--- src/hdl/ple_pkg.sv ---
// shared constants, codes and control types of the positional list engine
package ple_pkg;

    localparam int CAPACITY   = 32;
    localparam int DATA_WIDTH = 32;

    localparam int IDX_W      = $clog2(CAPACITY);
    localparam int LEN_W      = $clog2(CAPACITY + 1);
    localparam int FUNC_W     = 3;
    localparam int VALUE_W    = 32;
    localparam int POSITION_W = 6;
    localparam int STATUS_W   = 2;
    localparam int COUNT_W    = 6;
    localparam int ITEM_W     = 32;
    localparam int POS_W      = ((LEN_W > POSITION_W) ? LEN_W : POSITION_W) + 1;

    typedef enum logic [FUNC_W-1:0] {
        FN_INS_FRONT = 3'd0,
        FN_INS_BACK  = 3'd1,
        FN_INS_POS   = 3'd2,
        FN_DEL_FRONT = 3'd3,
        FN_DEL_BACK  = 3'd4,
        FN_DEL_POS   = 3'd5,
        FN_DUMP      = 3'd6
    } func_t;

    typedef enum logic [STATUS_W-1:0] {
        ST_OK      = 2'd0,
        ST_BAD_POS = 2'd1,
        ST_FULL    = 2'd2,
        ST_EMPTY   = 2'd3
    } status_t;

    typedef enum logic [1:0] {
        S_IDLE,
        S_EXEC,
        S_DUMP
    } state_t;

    typedef struct packed {
        logic load;
        logic exec;
        logic emit;
    } ctrl_cmd_t;

    typedef struct packed {
        logic is_dump;
        logic list_empty;
        logic out_free;
        logic dump_last;
    } dp_stat_t;

endpackage

--- src/hdl/ple_ctrl.sv ---
// command sequencer of the positional list engine
module ple_ctrl (
    input  logic                clk,
    input  logic                rst_n,
    input  logic                in_valid,
    output logic                in_stall,
    output ple_pkg::ctrl_cmd_t  cmd,
    input  ple_pkg::dp_stat_t   stat
);
    import ple_pkg::*;

    state_t state_reg;
    state_t state_next;

    always_ff @(posedge clk or negedge rst_n)
    begin
        if (!rst_n)
        begin
            state_reg <= S_IDLE;
        end
        else
        begin
            state_reg <= state_next;
        end
    end

    always_comb
    begin
        state_next = state_reg;
        cmd        = '0;
        in_stall   = 1'b1;
        case (state_reg)
            S_IDLE:
            begin
                in_stall = 1'b0;
                if (in_valid)
                begin
                    cmd.load   = 1'b1;
                    state_next = S_EXEC;
                end
            end
            S_EXEC:
            begin
                // a non-empty dump streams elements, everything else gives one result
                if (stat.is_dump && !stat.list_empty)
                begin
                    state_next = S_DUMP;
                end
                else if (stat.out_free)
                begin
                    cmd.exec   = 1'b1;
                    state_next = S_IDLE;
                end
            end
            S_DUMP:
            begin
                if (stat.out_free)
                begin
                    cmd.emit = 1'b1;
                    if (stat.dump_last)
                    begin
                        state_next = S_IDLE;
                    end
                end
            end
            default:
            begin
                state_next = S_IDLE;
            end
        endcase
    end

endmodule

--- src/hdl/ple_dpath.sv ---
// cell chain, entry count, command register and result register of the list engine
module ple_dpath (
    input  logic                            clk,
    input  logic                            rst_n,
    input  logic [ple_pkg::FUNC_W-1:0]      func,
    input  logic [ple_pkg::VALUE_W-1:0]     value,
    input  logic [ple_pkg::POSITION_W-1:0]  position,
    input  ple_pkg::ctrl_cmd_t              cmd,
    output ple_pkg::dp_stat_t               stat,
    output logic                            out_valid,
    input  logic                            out_stall,
    output logic [ple_pkg::STATUS_W-1:0]    status,
    output logic [ple_pkg::COUNT_W-1:0]     count,
    output logic [ple_pkg::ITEM_W-1:0]      item,
    output logic                            item_valid,
    output logic                            last
);
    import ple_pkg::*;

    // command register
    func_t                  func_reg;
    logic [VALUE_W-1:0]     value_reg;
    logic [POSITION_W-1:0]  pos_reg;

    // list storage
    logic [DATA_WIDTH-1:0]  cell_reg  [CAPACITY];
    logic [DATA_WIDTH-1:0]  cell_next [CAPACITY];
    logic [DATA_WIDTH-1:0]  cell_up   [CAPACITY];
    logic [DATA_WIDTH-1:0]  cell_down [CAPACITY];
    logic [LEN_W-1:0]       len_reg;
    logic [LEN_W-1:0]       len_next;
    logic [IDX_W-1:0]       idx_reg;
    logic [IDX_W-1:0]       idx_next;

    // result register
    logic                   out_valid_reg;
    logic                   out_valid_next;
    status_t                status_reg;
    logic [COUNT_W-1:0]     count_reg;
    logic [ITEM_W-1:0]      item_reg;
    logic                   item_valid_reg;
    logic                   last_reg;

    logic                   is_ins;
    logic                   is_del;
    logic                   is_dump;
    logic [POS_W-1:0]       pos_sel;
    logic [POS_W-1:0]       len_ext;
    status_t                exec_status;
    logic                   do_ins;
    logic                   do_del;
    logic [IDX_W-1:0]       shift_idx;
    logic                   out_load;

    assign len_ext = POS_W'(len_reg);

    // decode the held command
    always_comb
    begin
        is_ins  = 1'b0;
        is_del  = 1'b0;
        is_dump = 1'b0;
        pos_sel = POS_W'(1);
        case (func_reg)
            FN_INS_FRONT:
            begin
                is_ins  = 1'b1;
                pos_sel = POS_W'(1);
            end
            FN_INS_BACK:
            begin
                is_ins  = 1'b1;
                pos_sel = len_ext + POS_W'(1);
            end
            FN_INS_POS:
            begin
                is_ins  = 1'b1;
                pos_sel = POS_W'(pos_reg);
            end
            FN_DEL_FRONT:
            begin
                is_del  = 1'b1;
                pos_sel = POS_W'(1);
            end
            FN_DEL_BACK:
            begin
                is_del  = 1'b1;
                pos_sel = len_ext;
            end
            FN_DEL_POS:
            begin
                is_del  = 1'b1;
                pos_sel = POS_W'(pos_reg);
            end
            FN_DUMP:
            begin
                is_dump = 1'b1;
            end
            default:
            begin
                pos_sel = POS_W'(1);
            end
        endcase
    end

    // full and empty are checked ahead of the position range
    always_comb
    begin
        exec_status = ST_OK;
        if (is_ins)
        begin
            if (len_reg >= LEN_W'(CAPACITY))
            begin
                exec_status = ST_FULL;
            end
            else if (pos_sel == '0 || pos_sel > len_ext + POS_W'(1))
            begin
                exec_status = ST_BAD_POS;
            end
        end
        else if (is_del)
        begin
            if (len_reg == '0)
            begin
                exec_status = ST_EMPTY;
            end
            else if (pos_sel == '0 || pos_sel > len_ext)
            begin
                exec_status = ST_BAD_POS;
            end
        end
        else if (is_dump && len_reg == '0)
        begin
            exec_status = ST_EMPTY;
        end
    end

    assign do_ins    = cmd.exec && is_ins && exec_status == ST_OK;
    assign do_del    = cmd.exec && is_del && exec_status == ST_OK;
    assign shift_idx = IDX_W'(pos_sel - POS_W'(1));

    // neighbour taps of the chain
    always_comb
    begin
        cell_up[0]            = cell_reg[0];
        cell_down[CAPACITY-1] = cell_reg[CAPACITY-1];
        for (int i = 1; i < CAPACITY; i++)
        begin
            cell_up[i] = cell_reg[i-1];
        end
        for (int i = 0; i < CAPACITY - 1; i++)
        begin
            cell_down[i] = cell_reg[i+1];
        end
    end

    // every cell above the slot shifts at once; a delete also overwrites the slot itself
    always_comb
    begin
        for (int i = 0; i < CAPACITY; i++)
        begin
            cell_next[i] = cell_reg[i];
            if (do_ins)
            begin
                if (IDX_W'(i) == shift_idx)
                begin
                    cell_next[i] = DATA_WIDTH'(value_reg);
                end
                else if (IDX_W'(i) > shift_idx)
                begin
                    cell_next[i] = cell_up[i];
                end
            end
            else if (do_del)
            begin
                if (IDX_W'(i) >= shift_idx)
                begin
                    cell_next[i] = cell_down[i];
                end
            end
        end
    end

    always_comb
    begin
        len_next = len_reg;
        if (do_ins)
        begin
            len_next = len_reg + LEN_W'(1);
        end
        else if (do_del)
        begin
            len_next = len_reg - LEN_W'(1);
        end
    end

    always_comb
    begin
        idx_next = idx_reg;
        if (cmd.load)
        begin
            idx_next = '0;
        end
        else if (cmd.emit)
        begin
            idx_next = idx_reg + IDX_W'(1);
        end
    end

    assign out_load = cmd.exec || cmd.emit;

    always_comb
    begin
        out_valid_next = out_valid_reg;
        if (out_load)
        begin
            out_valid_next = 1'b1;
        end
        else if (!out_stall)
        begin
            out_valid_next = 1'b0;
        end
    end

    always_ff @(posedge clk or negedge rst_n)
    begin
        if (!rst_n)
        begin
            len_reg       <= '0;
            idx_reg       <= '0;
            out_valid_reg <= 1'b0;
        end
        else
        begin
            len_reg       <= len_next;
            idx_reg       <= idx_next;
            out_valid_reg <= out_valid_next;
        end
    end

    always_ff @(posedge clk)
    begin
        if (cmd.load)
        begin
            func_reg  <= func_t'(func);
            value_reg <= value;
            pos_reg   <= position;
        end
        for (int i = 0; i < CAPACITY; i++)
        begin
            cell_reg[i] <= cell_next[i];
        end
        if (cmd.exec)
        begin
            status_reg     <= exec_status;
            count_reg      <= COUNT_W'(len_next);
            item_reg       <= '0;
            item_valid_reg <= 1'b0;
            last_reg       <= 1'b1;
        end
        else if (cmd.emit)
        begin
            status_reg     <= ST_OK;
            count_reg      <= COUNT_W'(len_reg);
            item_reg       <= ITEM_W'(cell_reg[idx_reg]);
            item_valid_reg <= 1'b1;
            last_reg       <= stat.dump_last;
        end
    end

    assign stat.is_dump    = is_dump;
    assign stat.list_empty = (len_reg == '0);
    assign stat.out_free   = !out_valid_reg || !out_stall;
    assign stat.dump_last  = (POS_W'(idx_reg) + POS_W'(1) == len_ext);

    assign out_valid  = out_valid_reg;
    assign status     = status_reg;
    assign count      = count_reg;
    assign item       = item_reg;
    assign item_valid = item_valid_reg;
    assign last       = last_reg;

endmodule

--- src/hdl/positional_list_engine_unit.sv ---
// Positional list engine: an ordered list of up to CAPACITY words held in a chain of registers
// with an entry count. Commands arrive on func/value/position and results leave through a
// registered output stage. A command is taken in the idle state and executed in the next,
// so inserts, deletes and the reserved code give one result each; the whole chain shifts in the
// execute cycle. A dump of a non-empty list spends its execute cycle turning to the dump
// state and then emits one element per cycle through the output register while that register
// is free; an empty list gives a single result. A full output register held by out_stall holds
// the engine back. in_stall is high from the cycle after a transfer until the command's last
// result is in the output register.
module positional_list_engine_unit (
    input  logic                            clk,
    input  logic                            rst_n,
    input  logic                            in_valid,
    output logic                            in_stall,
    input  logic [ple_pkg::FUNC_W-1:0]      func,
    input  logic [ple_pkg::VALUE_W-1:0]     value,
    input  logic [ple_pkg::POSITION_W-1:0]  position,
    output logic                            out_valid,
    input  logic                            out_stall,
    output logic [ple_pkg::STATUS_W-1:0]    status,
    output logic [ple_pkg::COUNT_W-1:0]     count,
    output logic [ple_pkg::ITEM_W-1:0]      item,
    output logic                            item_valid,
    output logic                            last
);
    import ple_pkg::*;

    ctrl_cmd_t cmd;
    dp_stat_t  stat;

    ple_ctrl u_ctrl (
        .clk      (clk),
        .rst_n    (rst_n),
        .in_valid (in_valid),
        .in_stall (in_stall),
        .cmd      (cmd),
        .stat     (stat)
    );

    ple_dpath u_dpath (
        .clk        (clk),
        .rst_n      (rst_n),
        .func       (func),
        .value      (value),
        .position   (position),
        .cmd        (cmd),
        .stat       (stat),
        .out_valid  (out_valid),
        .out_stall  (out_stall),
        .status     (status),
        .count      (count),
        .item       (item),
        .item_valid (item_valid),
        .last       (last)
    );

endmodule

--- config.mk ---
export PLATFORM = sky130hd
export DESIGN_NAME = positional_list_engine_unit
export DESIGN_NICKNAME = d
export VERILOG_FILES = /design/src/hdl/ple_pkg.sv /design/src/hdl/ple_ctrl.sv /design/src/hdl/ple_dpath.sv /design/src/hdl/positional_list_engine_unit.sv
export SDC_FILE = /design/constraint.sdc
export NUM_CORES = 2
export LEC_CHECK = 0
export ABC_CLOCK_PERIOD_IN_PS = 6100
export BUFFER_PORTS_ARGS = -buffer_cell sky130_fd_sc_hd__buf_2
export CORE_UTILIZATION = 35
export DETAILED_ROUTE_END_ITERATION = 8
export RECOVER_POWER = 25
export SLEW_MARGIN = 20
export SYNTH_ARGS = -nofsm -noshare
export SYNTH_HDL_FRONTEND = slang
export SYNTH_HIERARCHICAL = 1
export SYNTH_SLANG_ARGS = --single-unit
--- constraint.sdc ---
create_clock -name clk -period 6.1 [get_ports clk]
set_clock_uncertainty 0.2 [all_clocks]
set_input_delay 1.22 -clock clk [delete_from_list [all_inputs] [get_ports clk]]
set_output_delay 1.22 -clock clk [all_outputs]
set_load 0.02 [all_outputs]
==> impl_metrics.py <==
metrics = {
    "timing": {
        "drv_slew": 156,
        "setup_viol": 0,
        "rsz0062_at_grt": "false",
        "period_share_pct": 92.2,
        "hold_viol": 0,
        "final.setup.tns_ns": 0,
        "max_slew.worst_pin.slew_ns": 3.64,
        "slew_headroom_pct": -143,
        "layout_min_cycle_time_ns": 5.62,
        "max_freq_mhz": 178,
    },
    "clocking": {
        "ctsHtreeMaxLevel": 3,
        "clock_sinks": 1121,
        "holdBufCountCts": 0,
        "cts_buffers": 120,
        "cts.clk_slew.worst_paths_ns": 0.06,
        "clockBufferDepth": 3,
        "insertion_delay_ns": 0.80,
        "cts_tree": "done",
        "postCtsSetupBuffers": 0,
        "post_cts_resized": 0,
        "cts-root-buf": "clkbuf_16",
    },
    "pwr": {
        "p_int_mw": 19.8,
        "seqPwrFrac_pct": 37.7,
        "clkPwrFrac_pct": 21.2,
        "ir_worst_vdd_mv": 0.578,
        "p_comb_share_pct": 41.1,
        "sw_frac_of_total_pct": 43.1,
        "powerDensity_mw_per_mm2": 481,
        "p_sw_mw": 15.0,
        "p_leak_nw": 23.0,
        "total_power_mw": 34.8,
    },
    "die": {
        "io_pins": 89,
        "fp-row-count": 158,
        "initial_utilization_pct": 35.2,
        "die-area_sq_mm": 0.188,
        "design.core.area_sq_mm": 0.185,
        "die_height_um": 434,
        "fp.dieW_um": 434,
    },
    "route": {
        "wirelength_mm": 257,
        "firstDrtPassIters": 6,
        "vias": 53193,
        "wire_per_inst_um": 31.0,
        "viasPerCell": 6.41,
        "drt_iter0_markers": 7720,
        "ant_nets": 0,
        "drc_errors": 0,
    },
    "run": {
        "maxCapViolCount": 5,
    },
    "worst_setup_path": {
        "r2r_start": "u_dpath/len_reg[0]$_DFF_PN0_",
        "critical_path.startpoint": "u_dpath/len_reg[0]$_DFF_PN0_",
        "start_kind": "flop",
        "crit_type": "flop to flop",
        "cp-end-kind": "flop",
        "worst-path-buf-inv": 5,
        "path_delay_family": "buffers and inverters",
        "critPathMostFrequentCell": "inv_1",
        "cp_max_fo": 24,
        "path_cells": "inv_1, ha_1, nand4bb_1, o211ai_1, buf_4, inv_1, ha_1, inv_1, nor3_1, a21oi_1, nor4_1, clkbuf_2, mux2i_1, o21ai_0",
        "reg2reg_slack_ns": 0.48,
        "slowest_stage": "clkbuf_2",
        "crit_arrival_ns": 5.92,
        "slowest_delay_ns": 1.29,
        "worstPathRequired_ns": 6.40,
    },
    "layout": {
        "largest_reg_flops": 1024,
        "drive_above_1_share_pct": 11.5,
        "num-nets-final": 5781,
        "area_growth_pct": 11.1,
    },
    "logic_synthesis": {
        "synth.avg_cell_area_sq_um": 11.0,
        "synth_cells": 5909,
        "yosysWarnings": 6,
        "synthDistinctLibCells": 79,
        "synth_edf_count": 1073,
        "synth_seq_area_share_pct": 51.0,
        "async_flop_share_pct": 1.25,
        "syn-num-nets": 5975,
        "synth.cell_area_sq_mm": 0.0652,
        "synth_seq_cells": 1121,
        "ys.flop_type": "edfxtp_1",
    },
    "worst_hold_path": {
        "worstHoldPathType": "flop to flop",
        "hp-start": "u_dpath/item_valid$_SDFFE_PP0P_",
    },
    "placement": {
        "io_buffers": 88,
        "place_congestion": 0.895,
        "hpwl_mm": 145,
    },
    "grt": {
        "grt_max_degree": 235,
        "grt_overflow_total": 0,
        "grtUsageTotal_pct": 26.6,
        "antenna_found_initial": 2,
        "grt_pass1_vias": 50081,
        "grt_pass1_wl_mm": 365,
    },
    "run_status": {
        "status": "complete, but fails checks",
        "violations": "max-capacitance violations, max-slew violations",
    },
}
==> worst paths after layout <==
check / endpoint / depth (start not counted)
setup / recovery: u_dpath/cell_reg[18][26]$_DFFE_PP_ / 14
hold / removal: u_dpath/item_valid$_SDFFE_PP0P_ / 2
setup reg to reg: u_dpath/cell_reg[18][26]$_DFFE_PP_ / 14
hold reg to reg: u_dpath/item_valid$_SDFFE_PP0P_ / 2
max in group asynchronous: u_dpath/idx_reg[1]$_DFFE_PN0P_ / 1
min in group asynchronous: u_ctrl/state_reg[1]$_DFFE_PN0P_ / 1
==> cell usage in the layout (no fill, tap or decap), types with 10 or more instances in the layout <==
cell type / synthesis / routed
clkbuf_1: 419 / 95
clkbuf_2: 1 / 17
inv_1: 18 / 17
buf_4: 35 / 141
nand2_1: 1145 / 1140
xnor2_1: 19 / 19
mux4_2: 128 / 128
o21ai_1: 507 / 342
nor3_1: 12 / 10
o21ai_0: 115 / 279
o211ai_1: 677 / 677
a21oi_1: 96 / 84
dfxtp_1: 34 / 34
nor2_1: 70 / 61
ha_1: 21 / 21
a21oi_4: 1 / 12
edfxtp_1: 1073 / 1073
clkinv_2: 0 / 31
a211oi_1: 69 / 76
mux2i_1: 870 / 870
buf_2: 117 / 36
clkbuf_16: 0 / 121
buf_12: 0 / 58
clkinv_1: 0 / 18
nand3_1: 52 / 49
o22ai_1: 64 / 64
o221ai_1: 128 / 128
mux2_2: 35 / 35
==> final cells by class <==
class,instances,area (sq um)
Fill cell,17852,113000
Timing Repair Buffer,321,2790
Antenna cell,1,2.50
Clock inverter,66,597
Tap cell,2480,3100
Inverter,19,78.8
Sequential cell,1121,33300
Multi-Input combinational cell,4132,29400
Clock buffer,162,3270
==> cell families (layout without fill, tap and decap cells) <==
| family | count (synthesis) | count (layout) | share of synthesized area [%] |
|---|---|---|---|
| compound gates | 1694 | 1694 | 17.0 |
| simple gates | 1359 | 1359 | 8.61 |
| flops | 1121 | 1121 | 51.0 |
| mux | 1033 | 1033 | 18.4 |
| buf+inv | 656 | 568 | 4.21 |
| xor+xnor | 25 | 25 | 0.376 |
| fa+ha+maj | 21 | 21 | 0.403 |
| other cells | 0 | 1 | 0 |
==> synthesized netlist by cell type (all sizes together), types with 64 or more instances <==
master	instances	area share (%)
nor2	71	0.41
a211oi	79	1.0
clkbuf	420	2.4
edfxtp	1073	49
nand2	1145	6.6
o211ai	677	7.8
o22ai	64	0.61
buf	217	1.7
o221ai	128	1.7
o21ai	622	4.8
a21oi	97	0.76
mux2i	870	13
mux4	128	4.4
==> layer usage <==
layer  part of all wire [%]  vias to the layer above  track usage [%]
li1                       -                    22294                -
met1                     40                    26507             36.9
met2                     42                     3656             39.2
met3                     13                      734             6.76
met4                    5.3                        2             11.3
met5                 0.0050                        -                0
==> stage by stage <==
| stage | hold WS (ns) | cell area, sq um | util, % | std cells | setup slack, ns |
|---|---|---|---|---|---|
| 6_report | 0.276 | 72500 | 39.1 | 8302 | 0.476 |
| 5_1_grt | 0.302 | 72500 | 39.1 | 8301 | 0.295 |
| 4_1_cts | 0.132 | 73000 | 39.4 | 8301 | 0.924 |
| 3_5_place_dp | 0.257 | 69100 | 37.3 | 8073 | 0.930 |
| 3_3_place_gp | 0.246 | 69100 | 37.3 | 8072 | 0.938 |
| 2_1_floorplan | 0.266 | 65200 | - | 5909 | 0.0812 |
==> power by group through the flow <==
stage	logic (mW)	clock network, mW	registers (mW)
floorplan	8.42	0	12.8
global placement	13.9	0	13.1
detailed placement	14.2	0	13.2
CTS	14.2	7.47	13.1
global route	14.9	7.73	13.3
finish	14.3	7.40	13.1
==> worst register-to-register path, cell delays in order, from the launching register on <==
cell and delay, ns:
dfrtp_1 0.60, inv_1 0.17, ha_1 0.39, nand4bb_1 0.13
o211ai_1 0.11, buf_4 0.18, inv_1 0.10, ha_1 0.20
inv_1 0.08, nor3_1 0.41, a21oi_1 0.48, nor4_1 0.61
clkbuf_2 1.29, mux2i_1 0.30, o21ai_0 0.14
(Power assumes the default switching activity.)
